--- config.mk ---
export PLATFORM = sky130hd
export DESIGN_NAME = frustum_plane_extractor_unit
export DESIGN_NICKNAME = d
export VERILOG_FILES = /design/src/rtl/fpe_pkg.sv /design/src/rtl/fpe_front.sv /design/src/rtl/fpe_queue.sv /design/src/rtl/fpe_back.sv /design/src/rtl/frustum_plane_extractor_unit.sv
export SDC_FILE = /design/constraint.sdc
export NUM_CORES = 2
export LEC_CHECK = 0
export ABC_AREA = 1
export BUFFER_PORTS_ARGS = -buffer_cell sky130_fd_sc_hd__buf_2
export CORE_MARGIN = 2
export CORE_UTILIZATION = 40
export CTS_BUF_LIST = sky130_fd_sc_hd__clkbuf_16
export CTS_CLUSTER_DIAMETER = 100
export DETAILED_ROUTE_END_ITERATION = 6
export PLACE_DENSITY = 0.62
export SKIP_CTS_REPAIR_TIMING = 1
export SYNTH_ARGS = -nofsm -noshare
export SYNTH_HDL_FRONTEND = slang
export SYNTH_HIERARCHICAL = 1
export SYNTH_SLANG_ARGS = --single-unit
--- constraint.sdc ---
create_clock -name clk_i -period 8.75 [get_ports clk_i]
set_input_delay 2.625 -clock clk_i [delete_from_list [all_inputs] [get_ports clk_i]]
set_output_delay 2.625 -clock clk_i [all_outputs]
set_load 0.03 [all_outputs]
--- src/rtl/fpe_pkg.sv ---
// shared types and constants of the frustum plane extractor
// no dependencies
package fpe_pkg;

  localparam int FRAC_BITS   = 16;
  localparam int NORM_FRAC   = 30;
  localparam int PLANE_COUNT = 6;
  localparam logic [2:0] LAST_PLANE = 3'(PLANE_COUNT - 1);

  // component selectors inside one plane job
  localparam logic [1:0] SEL_A = 2'd0;
  localparam logic [1:0] SEL_B = 2'd1;
  localparam logic [1:0] SEL_C = 2'd2;
  localparam logic [1:0] SEL_D = 2'd3;

  typedef struct packed {
    logic [31:0] x;
    logic [31:0] y;
    logic [31:0] z;
    logic [31:0] w;
  } group_t;

  typedef struct packed {
    logic [2:0]         idx;
    logic signed [32:0] comp_a;
    logic signed [32:0] comp_b;
    logic signed [32:0] comp_c;
    logic signed [32:0] comp_d;
  } plane_job_t;

  function automatic logic [32:0] mag33(input logic signed [32:0] v);
    logic [32:0] r;
    r = v[32] ? 33'(-v) : 33'(v);
    return r;
  endfunction

endpackage

--- src/rtl/fpe_front.sv ---
// front part: matrix group store and plane job generation
// depends on fpe_pkg
module fpe_front import fpe_pkg::*; (
  input  logic              clk_i,
  input  logic              rst_ni,
  input  logic              accept_i,
  input  logic [1:0]        group_index_i,
  input  logic [31:0]       elem_x_i,
  input  logic [31:0]       elem_y_i,
  input  logic [31:0]       elem_z_i,
  input  logic [31:0]       elem_w_i,
  input  logic              finish_i,
  output plane_job_t        job_o,
  output logic              job_valid_o,
  input  logic              job_ready_i,
  output logic              emitting_o
);

  group_t     grp_q [4];
  logic       emit_q;
  logic [2:0] k_q;
  group_t     gsel;
  group_t     g3;
  logic       odd;

  function automatic logic signed [32:0] combine(input logic [31:0] w3, input logic [31:0] wj,
                                                 input logic sub);
    logic signed [32:0] a3;
    logic signed [32:0] aj;
    a3 = {w3[31], w3};
    aj = {wj[31], wj};
    return sub ? a3 - aj : a3 + aj;
  endfunction

  assign gsel = grp_q[k_q[2:1]];
  assign g3   = grp_q[3];
  assign odd  = k_q[0];

  always_comb begin
    job_o.idx    = k_q;
    job_o.comp_a = combine(g3.x, gsel.x, odd);
    job_o.comp_b = combine(g3.y, gsel.y, odd);
    job_o.comp_c = combine(g3.z, gsel.z, odd);
    job_o.comp_d = combine(g3.w, gsel.w, odd);
  end

  assign job_valid_o = emit_q;
  assign emitting_o  = emit_q;

  always_ff @(posedge clk_i or negedge rst_ni) begin
    if (!rst_ni) begin
      for (int i = 0; i < 4; i++) begin
        grp_q[i] <= '0;
      end
      emit_q <= 1'b0;
      k_q    <= '0;
    end else begin
      if (accept_i) begin
        grp_q[group_index_i] <= '{x: elem_x_i, y: elem_y_i, z: elem_z_i, w: elem_w_i};
        if (finish_i) begin
          emit_q <= 1'b1;
          k_q    <= '0;
        end
      end else if (emit_q && job_ready_i) begin
        if (k_q == LAST_PLANE) begin
          emit_q <= 1'b0;
        end else begin
          k_q <= k_q + 3'd1;
        end
      end
    end
  end

endmodule

--- src/rtl/fpe_queue.sv ---
// two entry job queue between front and back
// depends on fpe_pkg
module fpe_queue import fpe_pkg::*; (
  input  logic       clk_i,
  input  logic       rst_ni,
  input  logic       push_i,
  input  plane_job_t data_i,
  output logic       full_o,
  input  logic       pop_i,
  output plane_job_t data_o,
  output logic       empty_o
);

  plane_job_t mem_q [2];
  logic       wr_q;
  logic       rd_q;
  logic [1:0] cnt_q;
  logic       do_push;
  logic       do_pop;

  assign full_o  = (cnt_q == 2'd2);
  assign empty_o = (cnt_q == 2'd0);
  assign do_push = push_i && !full_o;
  assign do_pop  = pop_i && !empty_o;
  assign data_o  = mem_q[rd_q];

  always_ff @(posedge clk_i) begin
    if (do_push) begin
      mem_q[wr_q] <= data_i;
    end
  end

  always_ff @(posedge clk_i or negedge rst_ni) begin
    if (!rst_ni) begin
      wr_q  <= 1'b0;
      rd_q  <= 1'b0;
      cnt_q <= '0;
    end else begin
      if (do_push) wr_q <= ~wr_q;
      if (do_pop)  rd_q <= ~rd_q;
      if (do_push && !do_pop) begin
        cnt_q <= cnt_q + 2'd1;
      end else if (do_pop && !do_push) begin
        cnt_q <= cnt_q - 2'd1;
      end
    end
  end

endmodule

--- src/rtl/fpe_back.sv ---
// back part: squared length, integer square root, four restoring divisions
// depends on fpe_pkg
module fpe_back import fpe_pkg::*; (
  input  logic        clk_i,
  input  logic        rst_ni,
  input  plane_job_t  job_i,
  input  logic        empty_i,
  output logic        pop_o,
  output logic        busy_o,
  output logic        result_valid_o,
  output logic [2:0]  plane_index_o,
  output logic [31:0] normal_a_o,
  output logic [31:0] normal_b_o,
  output logic [31:0] normal_c_o,
  output logic [31:0] offset_d_o,
  output logic        zero_length_o,
  output logic        last_plane_o
);

  localparam logic [2:0] ST_IDLE = 3'd0;
  localparam logic [2:0] ST_SQ   = 3'd1;
  localparam logic [2:0] ST_ROOT = 3'd2;
  localparam logic [2:0] ST_DIV  = 3'd3;
  localparam logic [2:0] ST_OUT  = 3'd4;

  logic [2:0]  st_q;
  plane_job_t  job_q;
  logic [5:0]  cnt_q;
  logic [1:0]  sel_q;
  logic [65:0] prod_q;
  logic [65:0] acc_q;
  logic [65:0] rad_q;
  logic [35:0] rem_q;
  logic [32:0] root_q;
  logic [63:0] num_q;
  logic [33:0] drem_q;
  logic [31:0] na_q, nb_q, nc_q, od_q;
  logic        zero_q;

  logic signed [32:0] comp_sel;
  logic [32:0] sq_src;
  logic [65:0] prod_d;
  logic [35:0] rem_n, trial, rem_d;
  logic [32:0] root_d;
  logic [33:0] drem_n, drem_d;
  logic [63:0] num_d;
  logic        dneg;
  logic [31:0] qres;

  function automatic logic signed [32:0] pick(input plane_job_t j, input logic [1:0] s);
    logic signed [32:0] r;
    case (s)
      SEL_A:   r = j.comp_a;
      SEL_B:   r = j.comp_b;
      SEL_C:   r = j.comp_c;
      default: r = j.comp_d;
    endcase
    return r;
  endfunction

  function automatic logic [63:0] init_num(input plane_job_t j, input logic [1:0] s);
    logic [63:0] m;
    m = 64'(mag33(pick(j, s)));
    return (s == SEL_D) ? (m << FRAC_BITS) : (m << NORM_FRAC);
  endfunction

  // squaring source follows the cycle count
  assign sq_src = mag33(pick(job_q, cnt_q[1:0]));
  assign prod_d = 66'(sq_src) * 66'(sq_src);

  // one root digit per cycle
  always_comb begin
    rem_n = {rem_q[33:0], rad_q[65:64]};
    trial = {1'b0, root_q, 2'b01};
    if (rem_n >= trial) begin
      rem_d  = rem_n - trial;
      root_d = {root_q[31:0], 1'b1};
    end else begin
      rem_d  = rem_n;
      root_d = {root_q[31:0], 1'b0};
    end
  end

  // one quotient bit per cycle
  always_comb begin
    drem_n = {drem_q[32:0], num_q[63]};
    if (drem_n >= {1'b0, root_q}) begin
      drem_d = drem_n - {1'b0, root_q};
      num_d  = {num_q[62:0], 1'b1};
    end else begin
      drem_d = drem_n;
      num_d  = {num_q[62:0], 1'b0};
    end
  end

  assign comp_sel = pick(job_q, sel_q);
  assign dneg     = comp_sel[32];

  always_comb begin
    if (sel_q == SEL_D) begin
      if (!dneg) begin
        qres = (num_d > 64'h7FFF_FFFF) ? 32'h7FFF_FFFF : num_d[31:0];
      end else begin
        qres = (num_d > 64'h8000_0000) ? 32'h8000_0000 : 32'(-num_d[31:0]);
      end
    end else begin
      qres = dneg ? 32'(-num_d[31:0]) : num_d[31:0];
    end
  end

  assign pop_o          = (st_q == ST_IDLE) && !empty_i;
  assign busy_o         = (st_q != ST_IDLE);
  assign result_valid_o = (st_q == ST_OUT);
  assign plane_index_o  = job_q.idx;
  assign normal_a_o     = na_q;
  assign normal_b_o     = nb_q;
  assign normal_c_o     = nc_q;
  assign offset_d_o     = od_q;
  assign zero_length_o  = zero_q;
  assign last_plane_o   = (job_q.idx == LAST_PLANE);

  always_ff @(posedge clk_i) begin
    case (st_q)
      ST_IDLE: begin
        if (!empty_i) begin
          job_q <= job_i;
          acc_q <= '0;
        end
      end
      ST_SQ: begin
        prod_q <= prod_d;
        if (cnt_q != 6'd0) acc_q <= acc_q + prod_q;
        if (cnt_q == 6'd3) begin
          rad_q  <= acc_q + prod_q;
          rem_q  <= '0;
          root_q <= '0;
        end
      end
      ST_ROOT: begin
        rad_q  <= {rad_q[63:0], 2'b00};
        rem_q  <= rem_d;
        root_q <= root_d;
        if (cnt_q == 6'd32) begin
          num_q  <= init_num(job_q, SEL_A);
          drem_q <= '0;
          zero_q <= (root_d == '0);
          na_q   <= '0;
          nb_q   <= '0;
          nc_q   <= '0;
          od_q   <= '0;
        end
      end
      ST_DIV: begin
        if (cnt_q == 6'd63) begin
          case (sel_q)
            SEL_A:   na_q <= qres;
            SEL_B:   nb_q <= qres;
            SEL_C:   nc_q <= qres;
            default: od_q <= qres;
          endcase
          num_q  <= init_num(job_q, sel_q + 2'd1);
          drem_q <= '0;
        end else begin
          drem_q <= drem_d;
          num_q  <= num_d;
        end
      end
      default: begin
      end
    endcase
  end

  always_ff @(posedge clk_i or negedge rst_ni) begin
    if (!rst_ni) begin
      st_q  <= ST_IDLE;
      cnt_q <= '0;
      sel_q <= '0;
    end else begin
      case (st_q)
        ST_IDLE: begin
          if (!empty_i) begin
            st_q  <= ST_SQ;
            cnt_q <= '0;
          end
        end
        ST_SQ: begin
          if (cnt_q == 6'd3) begin
            st_q  <= ST_ROOT;
            cnt_q <= '0;
          end else begin
            cnt_q <= cnt_q + 6'd1;
          end
        end
        ST_ROOT: begin
          if (cnt_q == 6'd32) begin
            cnt_q <= '0;
            sel_q <= SEL_A;
            st_q  <= (root_d == '0) ? ST_OUT : ST_DIV;
          end else begin
            cnt_q <= cnt_q + 6'd1;
          end
        end
        ST_DIV: begin
          cnt_q <= cnt_q + 6'd1;
          if (cnt_q == 6'd63) begin
            if (sel_q == SEL_D) st_q <= ST_OUT;
            sel_q <= sel_q + 2'd1;
          end
        end
        ST_OUT: begin
          st_q <= ST_IDLE;
        end
        default: begin
          st_q <= ST_IDLE;
        end
      endcase
    end
  end

endmodule

--- src/rtl/frustum_plane_extractor_unit.sv ---
// frustum plane extractor, built from fpe_pkg, fpe_front, fpe_queue and fpe_back
// an accepted item is written to the group store; after a finish transfer the six planes
// are strobed one after another, each going through pop, squaring, root, four divisions
// and output; zero-length planes skip the divisions
// throughput: one item per cycle with busy low; busy holds until the sixth plane is out
// results cannot be stalled; reset (rst_ni low, async) clears the store and idles control
module frustum_plane_extractor_unit import fpe_pkg::*; (
  input  logic        clk_i,
  input  logic        rst_ni,
  input  logic        start,
  output logic        busy,
  input  logic [1:0]  group_index_i,
  input  logic [31:0] elem_x_i,
  input  logic [31:0] elem_y_i,
  input  logic [31:0] elem_z_i,
  input  logic [31:0] elem_w_i,
  input  logic        finish_i,
  output logic        result_valid_o,
  output logic [2:0]  plane_index_o,
  output logic [31:0] normal_a_o,
  output logic [31:0] normal_b_o,
  output logic [31:0] normal_c_o,
  output logic [31:0] offset_d_o,
  output logic        zero_length_o,
  output logic        last_plane_o
);

  // item transfer
  logic       accept;
  // front to queue
  plane_job_t front_job;
  logic       front_valid;
  logic       q_full;
  logic       emitting;
  // queue to back
  plane_job_t q_job;
  logic       q_empty;
  logic       back_pop;
  logic       back_busy;

  assign accept = start && !busy;

  // busy covers job generation, queued jobs and the plane in flight
  assign busy = emitting || !q_empty || back_busy;

  fpe_front u_front (
    .clk_i         (clk_i),
    .rst_ni        (rst_ni),
    .accept_i      (accept),
    .group_index_i (group_index_i),
    .elem_x_i      (elem_x_i),
    .elem_y_i      (elem_y_i),
    .elem_z_i      (elem_z_i),
    .elem_w_i      (elem_w_i),
    .finish_i      (finish_i),
    .job_o         (front_job),
    .job_valid_o   (front_valid),
    .job_ready_i   (!q_full),
    .emitting_o    (emitting)
  );

  fpe_queue u_queue (
    .clk_i   (clk_i),
    .rst_ni  (rst_ni),
    .push_i  (front_valid),
    .data_i  (front_job),
    .full_o  (q_full),
    .pop_i   (back_pop),
    .data_o  (q_job),
    .empty_o (q_empty)
  );

  fpe_back u_back (
    .clk_i          (clk_i),
    .rst_ni         (rst_ni),
    .job_i          (q_job),
    .empty_i        (q_empty),
    .pop_o          (back_pop),
    .busy_o         (back_busy),
    .result_valid_o (result_valid_o),
    .plane_index_o  (plane_index_o),
    .normal_a_o     (normal_a_o),
    .normal_b_o     (normal_b_o),
    .normal_c_o     (normal_c_o),
    .offset_d_o     (offset_d_o),
    .zero_length_o  (zero_length_o),
    .last_plane_o   (last_plane_o)
  );

endmodule

After elaboration in Yosys (flattened, before gate mapping)
Memory sizes are Yosys's and may differ from the RTL's. A register that Yosys moved wholly into a read port is not among the register bits.
Cells that the tools add are included.
- memories kept: 1
- register bits: 1022
- word-level logic and storage cells: 228
- input port bits: 134
- output and inout port bits: 135
- bits in writable memories: 270
- memories (name ; depth ; bits a word ; read ports ; clocked after memory_dff ; write ports ; RTL line ; text):
    u_queue.mem_q ; 2 ; 135 ; 1 ; 1 ; 1 ; fpe_queue.sv:14 ; plane_job_t mem_q [2];
- reduce and logical (&&, ||, !) cells: 44
- add/sub/neg operators: 20
- multiply operators: 1
- $lt $le $gt $ge: 7
- muxes and demuxes: 84
- eq/ne operators: 30
- bitwise logic cells: 5
- operator list (cell ; count):
    512-bit bitwise mux ; 1
    33-bit two-way mux ; 15
    32-bit two-way mux ; 14
    128-bit two-way mux ; 3
    33-bit case mux with 3 select lines ; 3
    66-bit case mux with 2 select lines ; 2
    128-bit binary-select mux with 2-bit select ; 1
    128-bit demux with 2-bit select ; 1
    32-bit case mux with 2 select lines ; 4
    66-bit two-way mux ; 3
    32-bit by 32-bit adder with 33-bit output ; 4
    33-bit case mux with 2 select lines ; 2
    32-bit by 32-bit subtractor with 33-bit output ; 4
    64-bit two-way mux ; 2
    64-bit case mux with 2 select lines ; 1
    33-bit negation ; 3
    34-bit two-way mux ; 2
    34-bit case mux with 2 select lines ; 1
    66-bit adder ; 1
    33-bit by 33-bit multiplier with 66-bit output ; 1
    64-bit by 31-bit > comparator with 1-bit output, second input constant ; 1
    64-bit by 32-bit > comparator with 1-bit output, second input constant ; 1
    63-bit two-way mux ; 1
    36-bit by 35-bit >= comparator with 1-bit output ; 1
    43 further kinds ; 119

Longest topological paths before layout
- depth in word-level cells: 10
- mapped depth: 46
- depth with buffers taken out: 43

Modules after synthesis
The synthesis kept the hierarchy.
- by module, submodules not included (module ; cells an instance ; times used ; seq. area each (um^2) ; area each (um^2)):
    fpe_back ; 7907 ; 1 ; 19043.3 ; 69086.3
    fpe_front ; 4920 ; 1 ; 12912.4 ; 33858.7
    fpe_queue ; 736 ; 1 ; 8207.9 ; 10007.1
    frustum_plane_extractor_unit ; 6 ; 1 ; 0.0 ; 31.3

Worst setup path before layout
No wires, ideal clock.
- path type: flip-flop to flip-flop
- start point: register u_back.cnt_q[0]
- end point: register u_back.prod_q[46], data pin
- setup slack: -0.427 ns
- stages on the path, launching flop included: 40
- period minus slack after synthesis: 9.177 ns
- buffers on the path: 5
- data arrival time: 8.912 ns
- data required time: 8.485 ns
- setup time: 0.265 ns
- cells stage by stage: dfrtp_1 -> ha_1 -> buf_6 -> inv_6 -> buf_12 -> o22ai_2 -> clkbuf_1 -> clkbuf_1 -> ha_1 -> nand3_2 -> nor2_4 -> nand2_2 -> nand2_1 -> a21o_1 -> nand2_1 -> buf_4 -> nor2_1 -> inv_1 -> (+4 left out) -> inv_1 -> fa_1 -> inv_1 -> fa_1 -> fa_1 -> fa_1 -> inv_1 -> fa_1 -> inv_1 -> ha_1 -> a21oi_1 -> a21boi_0 -> o21ai_0 -> nand2_1 -> nand3_1 -> a21boi_0 -> o21ai_0 -> xor2_1
- cells in the longest elaborated chain, start to end: 5
- elaborated cells between the ends (all ways): 7
- classes of those cells: add/sub: 1; mul: 1; eq/ne: 2; mux: 2; reduce/logical: 1
- ends and longest elaborated chain (item ; RTL line ; text):
    from (decl) ; fpe_back.sv:28 ; logic [5:0] cnt_q;
    from (signal assigned) ; fpe_back.sv:191 ; cnt_q <= cnt_q + 6'd1;
    from (signal assigned) ; fpe_back.sv:200 ; cnt_q <= cnt_q + 6'd1;
    from (signal assigned) ; fpe_back.sv:204 ; cnt_q <= cnt_q + 6'd1;
    2-bit == test, or another cell as far along ; fpe_back.sv:52 ; case (s)
    33-bit case mux with 3 select lines (*) ; fpe_back.sv:52 ;
    33-bit negation ; fpe_pkg.sv:33 ; r = v[32] ? 33'(-v) : 33'(v);
    33-bit two-way mux (*) ; fpe_pkg.sv:33 ;
    33-bit by 33-bit multiplier with 66-bit output (*) ; fpe_back.sv:69 ; assign prod_d = 66'(sq_src) * 66'(sq_src);
    via u_back.prod_d[46] ; fpe_back.sv:42 ; logic [65:0] prod_d;
    to (signal assigned) ; fpe_back.sv:131 ; prod_q <= prod_d;
    to (decl) ; fpe_back.sv:30 ; logic [65:0] prod_q;
The timed path passes the listed nets; every way through them passes the cells marked *.
A chain may end at the register's enable or synchronous reset.

Worst setup path in the final report
- start point: register u_back.cnt_q[0]
- end point: register u_back.prod_q[58], data pin
The elaborated chain is that of the path after synthesis.

==> results by group <==
Run status
  – Status: finished with violations
  – Violated checks: DRC, setup timing

Timing
  – Worst Skew: 111 ps
  – Slew Limit Fails: 0
  – RSZ-0062 raised after global routing: true
  – Final Hold Viols: 0
  – Slew @ Worst Pin: 1080 ps
  – FMAX: 112 MHz
  – Worst slew margin: 0.281
  – Fin crit share: 1.02
  – Hold slack: 481 ps
  – Final setup violation count: 23
  – Minimum clock period: 8930 ps
  – Post-route setup slack: -180 ps

Global routing
  – Initial antenna violation count: 15
  – Grt ovf: 0
  – First-pass GRT wire length: 545000 um
  – Tot GR Track Use: 0.245
  – Vias in the first global route: 90.4k
  – Largest net degree at the start of global routing: 183

Hold path
  – HP Class: reg2reg
  – Hold Crit Depth: 2
  – Worst Hold Endpoint: u_front/grp_q[327]
  – Worst hold start: u_front/grp_q[327]

Worst setup path
  – CP max FO: 8
  – CP Launch Type: register
  – Worst EP arrival: 9450 ps
  – Reg2Reg Depth: 43
  – Crit Path Class: reg2reg
  – R2R setup slack: -180 ps
  – Crit path largest cell delay: 560 ps
  – Reg2reg start: u_back/cnt_q[0]
  – Crit path max-delay cell type: fa_1
  – Most frequent CP cell: fa_1
  – CP endpoint kind: register
  – Data required, critical path: 9270 ps
  – Crit Reg-Reg Endpoint: u_back/prod_q[58]

Synth
  – Ranking of synthesized cells by area: edfxtp_1, fa_1, dfrtp_1
  – FF+latch count, synth: 1426
  – Post-synthesis sequential area ratio: 0.355
  – Top-count cell post-synth: nand2_1
  – Area of the mapped netlist: 113000 um^2
  – Cell variety after synth: 73
  – Syn Inst Count: 13.6k
  – Post-synth EDFFs: 895
  – Synth top area share: 0.238
  – YS warnings: 6
  – Asr flop ratio synth: 0.372
  – Syn_area_per_cell: 8.33 um^2
  – Commonest cells post-synth: nand2_1, inv_1, nor2_1, o21ai_0, edfxtp_1
  – Largest area contributor in the netlist: edfxtp_1
  – Ys flop type: edfxtp_1

Detailed routing
  – DR pass1 iterations: 7
  – DRC Markers: 5
  – Drt total wl: 359000 um
  – Number of routed nets with antenna violations: 0
  – Vias post-DR: 94.1k
  – Iteration-0 DRC Markers: 8663
  – Drt via density: 5.13
  – Drt wl/cell: 19.6 um

Place
  – Gpl congestion: 0.985
  – HPWL Detailed: 282000 um
  – Port bufs: 268
  – Placed Area: 124000 um^2
  – Cells after DPL: 18.0k

Final layout
  – Fin cells: 18.3k
  – Final-layout fill cell count: 27.6k
  – Non-Filler Cell Area, Final: 132000 um^2
  – Nets: 16.0k
  – Area delta synth->final: 17.2%
  – Share of layout cells above drive strength 1: 0.148

Flow run
  – Number of max-cap violations: 0

CTS
  – Clock Sinks: 1426
  – CTS root buffer: clkbuf_16
  – CTS tree: yes
  – Max clock buf depth: 4
  – Clock Latency Late Sink: 880 ps
  – Clock Pin Slew Worst Setup and Hold Paths: 60 ps
  – Num CTS Buffers: 161
  – H-tree level count: 4

Floorplanning
  – Die width: 535 um
  – # rows: 195
  – Effective utilization at floorplan: 0.401
  – Die Y-Extent: 535 um
  – Die area: 287000 um^2
  – I/O pin count: 269
  – Core Area: 282000 um^2
==> critical path: cells and delay by family (launching register included) <==
family / cells / cell delay (ps)
fa+ha+maj: 10 / 4660
simple gates: 14 / 1500
buf+inv: 15 / 1410
compound gates: 3 / 490
flops: 1 / 460
xor+xnor: 1 / 140
==> layer usage <==
metal / GRT usage / up-vias / part of all wire
li1: - / 45200 / -
met1: 0.359 / 45400 / 0.46
met3: 0.0316 / 501 / 0.067
met4: 0.0617 / 2 / 0.028
met2: 0.384 / 2981 / 0.45
met5: 0 / - / 0.000042
==> worst max path at each step <==
stage / depth (start not counted) / end / startpoint
after floorplan: 42 / u_back/prod_q[48] / u_back/cnt_q[0]
after global placement: 43 / u_back/prod_q[46] / u_back/cnt_q[1]
after detailed placement: 40 / u_back/prod_q[46] / u_back/cnt_q[0]
after CTS: 40 / u_back/prod_q[46] / u_back/cnt_q[0]
after global routing: 39 / u_back/prod_q[58] / u_back/cnt_q[1]
final: 43 / u_back/prod_q[58] / u_back/cnt_q[0]
==> registers in the layout, summed over array words and instances (netlist names), 3 cells and up <==
signal                flops
u_front/grp_q           384
u_queue/mem_q           270
u_back/job_q            132
u_front/g3              128
u_back/acc_q             66
u_back/rad_q             66
u_back/prod_q            65
u_back/num_q             64
u_back/rem_q             34
u_back/drem_q            33
u_back/root_q            33
u_back/normal_a_o        32
u_back/normal_b_o        32
u_back/normal_c_o        32
u_back/offset_d_o        32
u_back/cnt_q              6
u_back/plane_index_o      3
u_back/st_q               3
u_front/k_q               3
==> stage by stage <==
step,setup TNS (ps),setup slack [ps],util
after floorplan,0,14.5,-
after global placement,-15550,-535,0.440
after detailed placement,-17900,-602,0.440
after CTS,-19820,-642,0.458
after global routing,-12550,-458,0.470
final,-1900,-180,0.470
==> placed cells by master, fill, tap and decap left out, types with 512 or more instances in the layout <==
| master | n |
|---|---|
| a21oi_1 | 512 |
| buf_4 | 794 |
| dfrtp_1 | 525 |
| edfxtp_1 | 895 |
| fa_1 | 855 |
| inv_1 | 1898 |
| nand2_1 | 3434 |
| nand3_1 | 590 |
| nor2_1 | 1151 |
| o21ai_0 | 1010 |
==> layout make-up <==
| type | instances | area, um^2 | area share |
|---|---|---|---|
| multi-input combinational | 9695 | 65600 | 0.496 |
| sequential | 1426 | 40200 | 0.304 |
| timing repair buffer | 1166 | 9170 | 0.0693 |
| inverter | 2024 | 7690 | 0.0581 |
| tap | 3743 | 4680 | 0.0354 |
| clock buffer | 163 | 4080 | 0.0308 |
| clock inverter | 119 | 955 | 0.00721 |
| antenna | 5 | 12.5 | 0.0000945 |
| timing repair inverter | 1 | 6.26 | 0.0000473 |
==> kinds of logic after synthesis <==
kind of cell               Yosys count  synth area share
buffers and inverters             2473            0.0874
adders and majority gates         1434             0.218
xor gates and xnor gates           402            0.0314
and+or+nand+nor                   5821             0.211
AOI/OAI and AO/OA                 2010            0.0974
muxes                                1         0.0000886
DFF                               1426             0.355
other                                2         0.0000665
Power is not shown: default switching activity piles up to over one toggle a cycle in this logic, so the estimate is an artifact.
